### src/rtl/simon_64_128_block_cipher_unit_assert.svh
// Assertion macros for the SIMON 64/128 cipher unit.
`ifndef SIMON_64_128_BLOCK_CIPHER_UNIT_ASSERT_SVH
`define SIMON_64_128_BLOCK_CIPHER_UNIT_ASSERT_SVH

`ifndef SYNTHESIS
`define SIMON_ASSERT_IMP(lbl, ante, cons, msg) \
	lbl: assert property (@(posedge clk) disable iff (!arst_n) (ante) |-> (cons)) \
		else $error(msg);
`define SIMON_ASSERT_NXT(lbl, ante, cons, msg) \
	lbl: assert property (@(posedge clk) disable iff (!arst_n) (ante) |=> (cons)) \
		else $error(msg);
`else
`define SIMON_ASSERT_IMP(lbl, ante, cons, msg)
`define SIMON_ASSERT_NXT(lbl, ante, cons, msg)
`endif

`endif

### src/rtl/simon_pkg.sv
`default_nettype none
package simon_pkg;

	localparam int ROUNDS = 44;
	localparam int KEY_WORDS = 4;
	localparam logic [63:0] Z_SEQ = 64'hfc2ce51207a635db;

	typedef struct packed {
		logic load_enc;
		logic load_dec;
		logic step;
	} ks_ctl_t;

	typedef struct packed {
		logic        busy;
		logic [31:0] rkey;
	} ks_sts_t;

	function automatic logic [31:0] round_f(input logic [31:0] v);
		logic [31:0] r1;
		logic [31:0] r2;
		logic [31:0] r8;
		r1 = {v[30:0], v[31]};
		r2 = {v[29:0], v[31:30]};
		r8 = {v[23:0], v[31:24]};
		return (r1 & r8) ^ r2;
	endfunction

	// k_new = ~k_far ^ t ^ (t >>> 1) ^ z ^ 3, t = (k_near >>> 3) ^ k_mid
	function automatic logic [31:0] sched_f(input logic [31:0] k_far,
			input logic [31:0] k_near, input logic [31:0] k_mid, input logic zb);
		logic [31:0] t;
		t = {k_near[2:0], k_near[31:3]} ^ k_mid;
		t = t ^ {t[0], t[31:1]};
		return ~k_far ^ t ^ {31'd0, zb} ^ 32'd3;
	endfunction

endpackage
`default_nettype wire

### src/rtl/simon_ks.sv
`default_nettype none
module simon_ks (
	input  wire logic                  clk,
	input  wire logic                  arst_n,
	input  wire logic                  wr_en,
	input  wire logic [1:0]            wr_index,
	input  wire logic [31:0]           wr_data,
	input  wire simon_pkg::ks_ctl_t    ctl,
	output simon_pkg::ks_sts_t         sts
);

	typedef enum logic [2:0] {
		KS_LOAD  = 3'b001,
		KS_EXP   = 3'b010,
		KS_READY = 3'b100
	} ks_state_t;

	ks_state_t   state_q;
	logic [31:0] key_q  [simon_pkg::KEY_WORDS];
	logic [31:0] win_q  [simon_pkg::KEY_WORDS];
	logic [31:0] tail_q [simon_pkg::KEY_WORDS];
	logic [5:0]  idx_q;
	logic        dir_q;
	logic        bwd;
	logic        zb;
	logic        exp_last;
	logic [31:0] nk;

	assign bwd      = dir_q && (state_q == KS_READY);
	assign zb       = simon_pkg::Z_SEQ[idx_q];
	assign exp_last = idx_q == 6'(simon_pkg::ROUNDS - 5);
	assign nk = bwd ? simon_pkg::sched_f(win_q[3], win_q[2], win_q[0], zb)
	                : simon_pkg::sched_f(win_q[0], win_q[3], win_q[1], zb);

	assign sts.busy = state_q != KS_READY;
	assign sts.rkey = dir_q ? win_q[3] : win_q[0];

	always_ff @(posedge clk or negedge arst_n) begin
		if (!arst_n) begin
			state_q <= KS_LOAD;
			idx_q   <= '0;
			dir_q   <= 1'b0;
			for (int i = 0; i < simon_pkg::KEY_WORDS; i++) begin
				key_q[i] <= '0;
			end
		end else if (wr_en) begin
			key_q[wr_index] <= wr_data;
			state_q         <= KS_LOAD;
		end else begin
			case (state_q)
				KS_LOAD: begin
					idx_q   <= '0;
					dir_q   <= 1'b0;
					state_q <= KS_EXP;
				end
				KS_EXP: begin
					idx_q <= idx_q + 6'd1;
					if (exp_last) begin
						state_q <= KS_READY;
					end
				end
				KS_READY: begin
					if (ctl.load_enc) begin
						idx_q <= '0;
						dir_q <= 1'b0;
					end else if (ctl.load_dec) begin
						idx_q <= 6'(simon_pkg::ROUNDS - 5);
						dir_q <= 1'b1;
					end else if (ctl.step) begin
						idx_q <= dir_q ? idx_q - 6'd1 : idx_q + 6'd1;
					end
				end
				default: state_q <= KS_LOAD;
			endcase
		end
	end

	always_ff @(posedge clk) begin
		case (state_q)
			KS_LOAD: begin
				win_q <= key_q;
			end
			KS_EXP: begin
				win_q[0] <= win_q[1];
				win_q[1] <= win_q[2];
				win_q[2] <= win_q[3];
				win_q[3] <= nk;
				if (exp_last) begin
					tail_q[0] <= win_q[1];
					tail_q[1] <= win_q[2];
					tail_q[2] <= win_q[3];
					tail_q[3] <= nk;
				end
			end
			KS_READY: begin
				if (ctl.load_enc) begin
					win_q <= key_q;
				end else if (ctl.load_dec) begin
					win_q <= tail_q;
				end else if (ctl.step && bwd) begin
					win_q[3] <= win_q[2];
					win_q[2] <= win_q[1];
					win_q[1] <= win_q[0];
					win_q[0] <= nk;
				end else if (ctl.step) begin
					win_q[0] <= win_q[1];
					win_q[1] <= win_q[2];
					win_q[2] <= win_q[3];
					win_q[3] <= nk;
				end
			end
			default: win_q <= key_q;
		endcase
	end

endmodule
`default_nettype wire

### src/rtl/simon_64_128_block_cipher_unit.sv
// Channel  Dir  tdata                   tuser
// s_*      in   block_in[63:0]          kind (0 encrypt, 1 decrypt)
// m_*      out  block_out[63:0]         -
// wr_*     in   key word wr_data[31:0] at index wr_index[1:0]
//
// A block is loaded on acceptance, then takes 44 rounds, one per cycle, on
// the shared round unit while the key window steps forward or backward.
// After reset and after each key write the schedule runs; no transaction
// is taken meanwhile. A stalled result holds the last round.
`default_nettype none
`include "simon_64_128_block_cipher_unit_assert.svh"
module simon_64_128_block_cipher_unit (
	input  wire logic        clk,
	input  wire logic        arst_n,
	input  wire logic        s_tvalid,
	output logic             s_tready,
	input  wire logic [63:0] s_tdata,   // block_in
	input  wire logic        s_tuser,   // kind
	output logic             m_tvalid,
	input  wire logic        m_tready,
	output logic      [63:0] m_tdata,   // block_out
	input  wire logic        wr_en,
	input  wire logic [1:0]  wr_index,
	input  wire logic [31:0] wr_data
);

	typedef enum logic [1:0] {
		ST_IDLE = 2'b01,
		ST_RUN  = 2'b10
	} state_t;

	state_t               state_q;
	logic [5:0]           rnd_q;
	logic                 dec_q;
	logic [31:0]          x_q;
	logic [31:0]          y_q;
	logic                 m_valid_q;
	logic [63:0]          m_data_q;
	logic                 accept;
	logic                 last;
	logic                 finish;
	logic [31:0]          a;
	logic [31:0]          nw;
	logic [63:0]          res;
	simon_pkg::ks_ctl_t   ks_ctl;
	simon_pkg::ks_sts_t   ks_sts;

	simon_ks u_ks (
		.clk      (clk),
		.arst_n   (arst_n),
		.wr_en    (wr_en),
		.wr_index (wr_index),
		.wr_data  (wr_data),
		.ctl      (ks_ctl),
		.sts      (ks_sts)
	);

	assign s_tready = (state_q == ST_IDLE) && !ks_sts.busy && !wr_en;
	assign accept   = s_tvalid && s_tready;
	assign last     = rnd_q == 6'(simon_pkg::ROUNDS - 1);
	assign finish   = (state_q == ST_RUN) && last && (!m_valid_q || m_tready);

	assign a   = dec_q ? y_q : x_q;
	assign nw  = (dec_q ? x_q : y_q) ^ simon_pkg::round_f(a) ^ ks_sts.rkey;
	assign res = dec_q ? {a, nw} : {nw, a};

	assign ks_ctl.load_enc = accept && !s_tuser;
	assign ks_ctl.load_dec = accept && s_tuser;
	assign ks_ctl.step     = (state_q == ST_RUN) && !last;

	assign m_tvalid = m_valid_q;
	assign m_tdata  = m_data_q;

	always_ff @(posedge clk or negedge arst_n) begin
		if (!arst_n) begin
			state_q   <= ST_IDLE;
			rnd_q     <= '0;
			m_valid_q <= 1'b0;
		end else begin
			if (finish) begin
				m_valid_q <= 1'b1;
			end else if (m_tready) begin
				m_valid_q <= 1'b0;
			end
			case (state_q)
				ST_IDLE: begin
					if (accept) begin
						rnd_q   <= '0;
						state_q <= ST_RUN;
					end
				end
				ST_RUN: begin
					if (!last) begin
						rnd_q <= rnd_q + 6'd1;
					end else if (finish) begin
						state_q <= ST_IDLE;
					end
				end
				default: state_q <= ST_IDLE;
			endcase
		end
	end

	always_ff @(posedge clk) begin
		if (accept) begin
			x_q   <= s_tdata[63:32];
			y_q   <= s_tdata[31:0];
			dec_q <= s_tuser;
		end else if (ks_ctl.step) begin
			x_q <= res[63:32];
			y_q <= res[31:0];
		end
		if (finish) begin
			m_data_q <= res;
		end
	end

	`SIMON_ASSERT_IMP(a_busy_blocks, ks_sts.busy, !s_tready, "input taken during key schedule")
	`SIMON_ASSERT_NXT(a_accept_runs, accept, state_q == ST_RUN && rnd_q == 6'd0, "round count not cleared")
	`SIMON_ASSERT_IMP(a_out_after_last, $rose(m_tvalid), $past(state_q == ST_RUN && last), "result before last round")

endmodule
`default_nettype wire
### config.mk
export PLATFORM = sky130hd
export DESIGN_NAME = simon_64_128_block_cipher_unit
export DESIGN_NICKNAME = d
export VERILOG_FILES = /design/src/rtl/simon_pkg.sv /design/src/rtl/simon_ks.sv /design/src/rtl/simon_64_128_block_cipher_unit.sv
export VERILOG_INCLUDE_DIRS = /design/src /design/src/rtl
export SDC_FILE = /design/constraint.sdc
export NUM_CORES = 1
export LEC_CHECK = 0
export ABC_AREA = 0
export BUFFER_PORTS_ARGS = -buffer_cell sky130_fd_sc_hd__buf_4
export CAP_MARGIN = 15
export CORE_MARGIN = 2
export CORE_UTILIZATION = 55
export CTS_BUF_LIST = sky130_fd_sc_hd__clkbuf_2
export DETAILED_ROUTE_END_ITERATION = 7
export GPL_ROUTABILITY_DRIVEN = 0
export PLACE_DENSITY = 0.73
export SLEW_MARGIN = 25
export SYNTH_ARGS = -nofsm -noshare
export SYNTH_HDL_FRONTEND = slang
export SYNTH_SLANG_ARGS = --single-unit
### constraint.sdc
create_clock -name clk -period 7.5 [get_ports clk]
set_input_delay 0.75 -clock clk [delete_from_list [all_inputs] [get_ports clk]]
set_output_delay 0.75 -clock clk [all_outputs]
set_load 0.005 [all_outputs]
==> results.md, run 1 <==
* Outcome: completed
* Yosys reg bits at 532
* EDFF count, synth at 385
* Slew HR at 27.40%
* Clk_skew at 0.09279 ns
* Port Buffers at 169
* Via Count at 19202
* WL/cell at 24.14 um
* Power, Total at 8.867 mW
* Row cnt at 81
* Placed wire-length estimate at 46.69 mm
* Tcrit/Tclk final at 52.64%
* Pre-CTS worst setup slack at 3.167 ns
* Drc violations at 0
* Combinational Power Share at 28.3%
* Setup TNS at 0 ns
* Worst Path Max Fanout at 11
* Class of the tightest hold or removal check: in -> reg
* Sequential-to-total area share from yosys stat at 55.79%
* Largest net degree at the start of global routing at 78
* Synth cell types at 69
* First-pass GRT wire length at 115.2 mm
* Worst-path clk slew at 0.09 ns
* WS Path Type: reg -> out
* Number of CTS-inserted buffers at 141
* Critical path capture point type: output port
* Min Tclk post-route at 3.948 ns
* Routed wire length at 76.29 mm
* DRT antenna net count at 0
* Worst Reg2Reg Path Length in Cells at 7
* Initial Util at 55.81%
* Most frequent cells in the layout: edfxtp_1, mux2_2, clkbuf_2
* I/O pin total at 170
* Syn. warnings at 0
* Final hold violation count at 0
* Worst-case clock buffer depth at 3
* Commonest non-fill, non-tap cell in the layout: edfxtp_1
* Layout cells sized above 1 at 28.11%
* Via density per instance at 6.077
* Clock share of power at 25.3%
* Full die area at 0.05147 mm^2
* TritonCTS clock tree: done
* Total iterations of the first detailed-routing run at 7
* Mean area per synthesized cell at 13.35 um^2
* Pwr Density at 281.1 mW/mm^2
* GRT Overall Usage at 30.22%
* Root buf cell: clkbuf_2
* Synthesized area at 0.02732 mm^2
* Switching power summed over all nets at 2.959 mW
* CP Data Arrival Time at 3.20 ns
* Nets at 2484
* CORE AREA at 0.04895 mm^2
* Slew Limit Fails at 0
* Ys flop type: edfxtp_1
* Antenna violations before repair at 2
* Clock sink count at 532
* Hold WS at 0.1557 ns
* Worst Max-Slew Pin Slew at 1.086 ns
* Vias in the first global route at 19636
* Die X at 226.9 um
* Final setup viols at 0
* FMAX at 253.3 MHz
* Worst Hold Depth at 3
* Async set or reset register ratio after synthesis at 27.63%
* Leak Pwr at 12.47 nW
* Syn-to-layout area delta at 15.44%
* Post-CTS Setup Bufs at 0
* Initial DRC count at 2405
* Total gr overflow at 0
* Clk Latency, worst-skew pair at 1.40 ns
* Syn nets at 2159
* Crit start category: flop
* Worst endpoint required time at 6.75 ns
* Fill count at 3686
* Sw Share at 33.37%
* Internal power at 5.908 mW
* H-tree depth at 4
* Die height at 226.9 um
* Unrepaired setup endpoints after global routing: no
* Reg power frac at 46.4%
* Final worst slack at 3.552 ns
* Maxcap violations at 0
* Cell count after synthesis at 2047
* Peak VDD IR at 0.1602 mV
## worst max-delay path, stage by stage (launching register included)
cell and delay (ns):
dfrtp_1 0.55, or3b_1 0.72, nor4b_1 0.38, buf_4 0.17
## registers in the layout, summed over array words and instances, names as in the netlist
register / flops
state_q: 2
x_q: 32
rnd_q: 6
m_tdata: 64
dec_q: 1
y_q: 32
u_ks.tail_q: 128
u_ks.win_q: 128
u_ks.key_q: 128
u_ks.idx_q: 6
u_ks.state_q: 3
m_tvalid: 1
u_ks.dir_q: 1
## final cells by class
cell class,instances,area [um^2],share of cell area (%)
Timing Repair Buffer,303,2537,8.045
Multi-Input combinational cell,1380,11440,36.28
Antenna cell,9,22.52,0.07141
Clock buffer,221,1106,3.507
Sequential cell,532,15240,48.33
Clock inverter,37,304.0,0.9640
Tap cell,664,830.8,2.634
Inverter,14,52.55,0.1666
## per-stage QoR
step,instance area [um^2],instances,utilization (%)
5_1_grt,31530,3155,64.41
3_5_place_dp,29080,2791,59.41
6_report,31540,3160,64.43
3_3_place_gp,29080,2791,59.41
2_1_floorplan,27320,2047,-
4_1_cts,31510,3151,64.38
## what timing repair did
item	CTS	global route
hold endpoints to repair	286	0
resized for setup	0	0
hold buffers	102	0
## path summary, 6_finish.rpt
check,startpoint,endpoint,slack [ns]
max,u_ks.state_q[2],s_tready,3.55
min,wr_en,u_ks.state_q[2],0.16
max reg2reg,state_q[0],u_ks.win_q[15],3.57
min reg2reg,u_ks.key_q[80],u_ks.key_q[80],0.50
max in group asynchronous,arst_n,u_ks.key_q[93],5.41
min in group asynchronous,arst_n,u_ks.key_q[103],0.48
## cells by family after synthesis
group           share of synthesized area, %
compound gates                         8.994
xor+xnor                               14.14
fa+ha+maj                             0.3664
buf+inv                                2.601
flops                                  55.79
mux                                    11.60
simple gates                           6.512
## cell usage after synthesis (all sizes together), types with 55 or more instances
cell	number	share of area, %
nor2	144	2.0
a222oi	55	2.0
o21ai	82	1.5
xor2	64	2.1
edfxtp	385	42
mux2	227	9.4
clkbuf	70	1.1
dfrtp	145	13
nand2	177	2.5
a21oi	86	1.6
xnor2	199	6.4
mux2i	59	2.2
## power groups by stage
stage / clock network [mW] / logic [mW] / registers, mW
after CTS: 2.27 / 2.49 / 4.10
final: 2.25 / 2.51 / 4.11
after global placement: 0 / 2.35 / 4.14
after global routing: 2.43 / 2.72 / 4.15
after detailed placement: 0 / 2.42 / 4.16
after floorplan: 0 / 1.92 / 3.97
## routing by layer
metal  GRT usage, %  vias up  share of wire (%)
met1          39.35     9515                 39
met3          7.218      168                9.6
met2          49.13     1134                 48
met5              0        -                  0
met4          11.67        0                3.0
li1               -     8385                  -
Note: power is estimated with default switching activity, not from simulation.
==> inputs of run 2 (changes only) <==
clock period = 3.5 ns   (was 7.5 ns; I/O delays follow)
==> results.md, run 2 (same netlist as run 1, synthesis figures left out) <==
* Outcome: completed
* Worst-case clock buffer depth at 3
* Initial Util at 55.81%
* Peak VDD IR at 0.3047 mV
* Total gr overflow at 0
* Final setup viols at 0
* Routed wire length at 77.72 mm
* Tcrit/Tclk final at 95.23%
* Nets at 2612
* Syn-to-layout area delta at 20.77%
* Final hold violation count at 0
* WL/cell at 23.69 um
* Worst Path Max Fanout at 9
* Maxcap violations at 0
* Worst endpoint required time at 3.15 ns
* I/O pin total at 170
* First-pass GRT wire length at 118.5 mm
* Worst Max-Slew Pin Slew at 1.030 ns
* Fill count at 3511
* Antenna violations before repair at 3
* Power, Total at 19.21 mW
* Clk Latency, worst-skew pair at 1.36 ns
* Slew HR at 31.31%
* Layout cells sized above 1 at 27.34%
* Crit start category: flop
* Unrepaired setup endpoints after global routing: no
* Via density per instance at 6.041
* Placed wire-length estimate at 47.41 mm
* Leak Pwr at 13.09 nW
* Full die area at 0.05147 mm^2
* Total iterations of the first detailed-routing run at 8
* GRT Overall Usage at 30.83%
* Via Count at 19820
* Worst flop-to-flop path startpoint: dec_q
* Slew Limit Fails at 0
* Min Tclk post-route at 3.333 ns
* Worst R2R Setup Slack at 0.67 ns
* CORE AREA at 0.04895 mm^2
* Worst R2R End: x_q[12]
* Most frequent cells in the layout: edfxtp_1, mux2_2, clkbuf_2
* Critical path capture point type: output port
* Largest net degree at the start of global routing at 100
* Commonest non-fill, non-tap cell in the layout: edfxtp_1
* Class of the tightest hold or removal check: in -> async
* Root buf cell: clkbuf_2
* FMAX at 300.0 MHz
* WS Path Type: reg -> out
* TritonCTS clock tree: done
* Port Buffers at 169
* H-tree depth at 4
* Row cnt at 81
* Vias in the first global route at 20438
* Initial DRC count at 2439
* Die X at 226.9 um
* Clk_skew at 0.07264 ns
* Clock sink count at 532
* Worst-path clk slew at 0.11 ns
* Pwr Density at 582.2 mW/mm^2
* Die height at 226.9 um
* Hold WS at 0.1117 ns
* Setup TNS at 0 ns
* Drc violations at 0
* Post-CTS Setup Bufs at 0
* Number of CTS-inserted buffers at 140
* Multi-input logic area at 0.01144 mm^2
* CP Data Arrival Time at 2.98 ns
* DRT antenna net count at 0
* Worst Reg2Reg Path Length in Cells at 8
* Sequential Area at 0.01524 mm^2
* Biggest regs: u_ks.key_q: 128 flops, u_ks.tail_q: 128 flops, u_ks.win_q: 128 flops
run 2: how the worst max path moves through the flow:
stage,start,end,depth (start not counted)
after detailed placement,dec_q,x_q[20],8
after global placement,dec_q,y_q[12],8
after floorplan,u_ks.state_q[0],u_ks.tail_q[0],5
after global routing,u_ks.state_q[2],s_tready,3
after CTS,u_ks.state_q[2],s_tready,3
final,u_ks.state_q[2],s_tready,3
run 2: through the flow:
| stage | cells | utilization [%] | setup WS [ns] | instance area [um^2] |
|---|---|---|---|---|
| floorplan | 2047 | - | 0.006324 | 27340 |
| global placement | 2813 | 60.13 | 0.8112 | 29430 |
| detailed placement | 2813 | 60.13 | 0.7336 | 29430 |
| CTS | 3276 | 67.38 | 0.09400 | 32980 |
| global route | 3279 | 67.40 | 0.06872 | 32990 |
| finish | 3281 | 67.41 | 0.1668 | 33000 |
run 2: power breakdown:
group | total (mW) | internal (mW) | switching [mW]
Clock | 4.89 | 2.22 | 2.67
Combinational | 5.51 | 2.79 | 2.72
Sequential | 8.81 | 7.86 | 0.950
Total | 19.2 | 12.9 | 6.34
run 2: worst max-delay path: stages, from the launching register on:
cell and delay (ns):
dfrtp_1 0.55, or3b_1 0.61, nor4b_1 0.33, buf_4 0.16
run 2: cell type report:
type | instances | share of cell area, %
clock inverters | 37 | 1.073
repair buffers | 432 | 12.05
diodes | 5 | 0.03792
clock buffers | 217 | 3.291
flip-flops and latches | 532 | 46.20
inverters | 14 | 0.1593
multi-input cells | 1380 | 34.67
well taps | 664 | 2.518
run 2: routing by layer:
| layer | track usage (%) | wire [um] | vias to the layer above |
|---|---|---|---|
| li1 | - | - | 8655 |
| met1 | 39.47 | 30180 | 9788 |
| met2 | 50.48 | 37450 | 1194 |
| met3 | 6.453 | 7232 | 183 |
| met4 | 14.33 | 2864 | 0 |
| met5 | 0 | 0 | - |
run 2: what timing repair did:
action,4_1_cts,5_1_grt
gates resized for setup,0,0
endpoints found under the hold margin,410,0
hold buffers,209,0
setup endpoints to repair,0,0
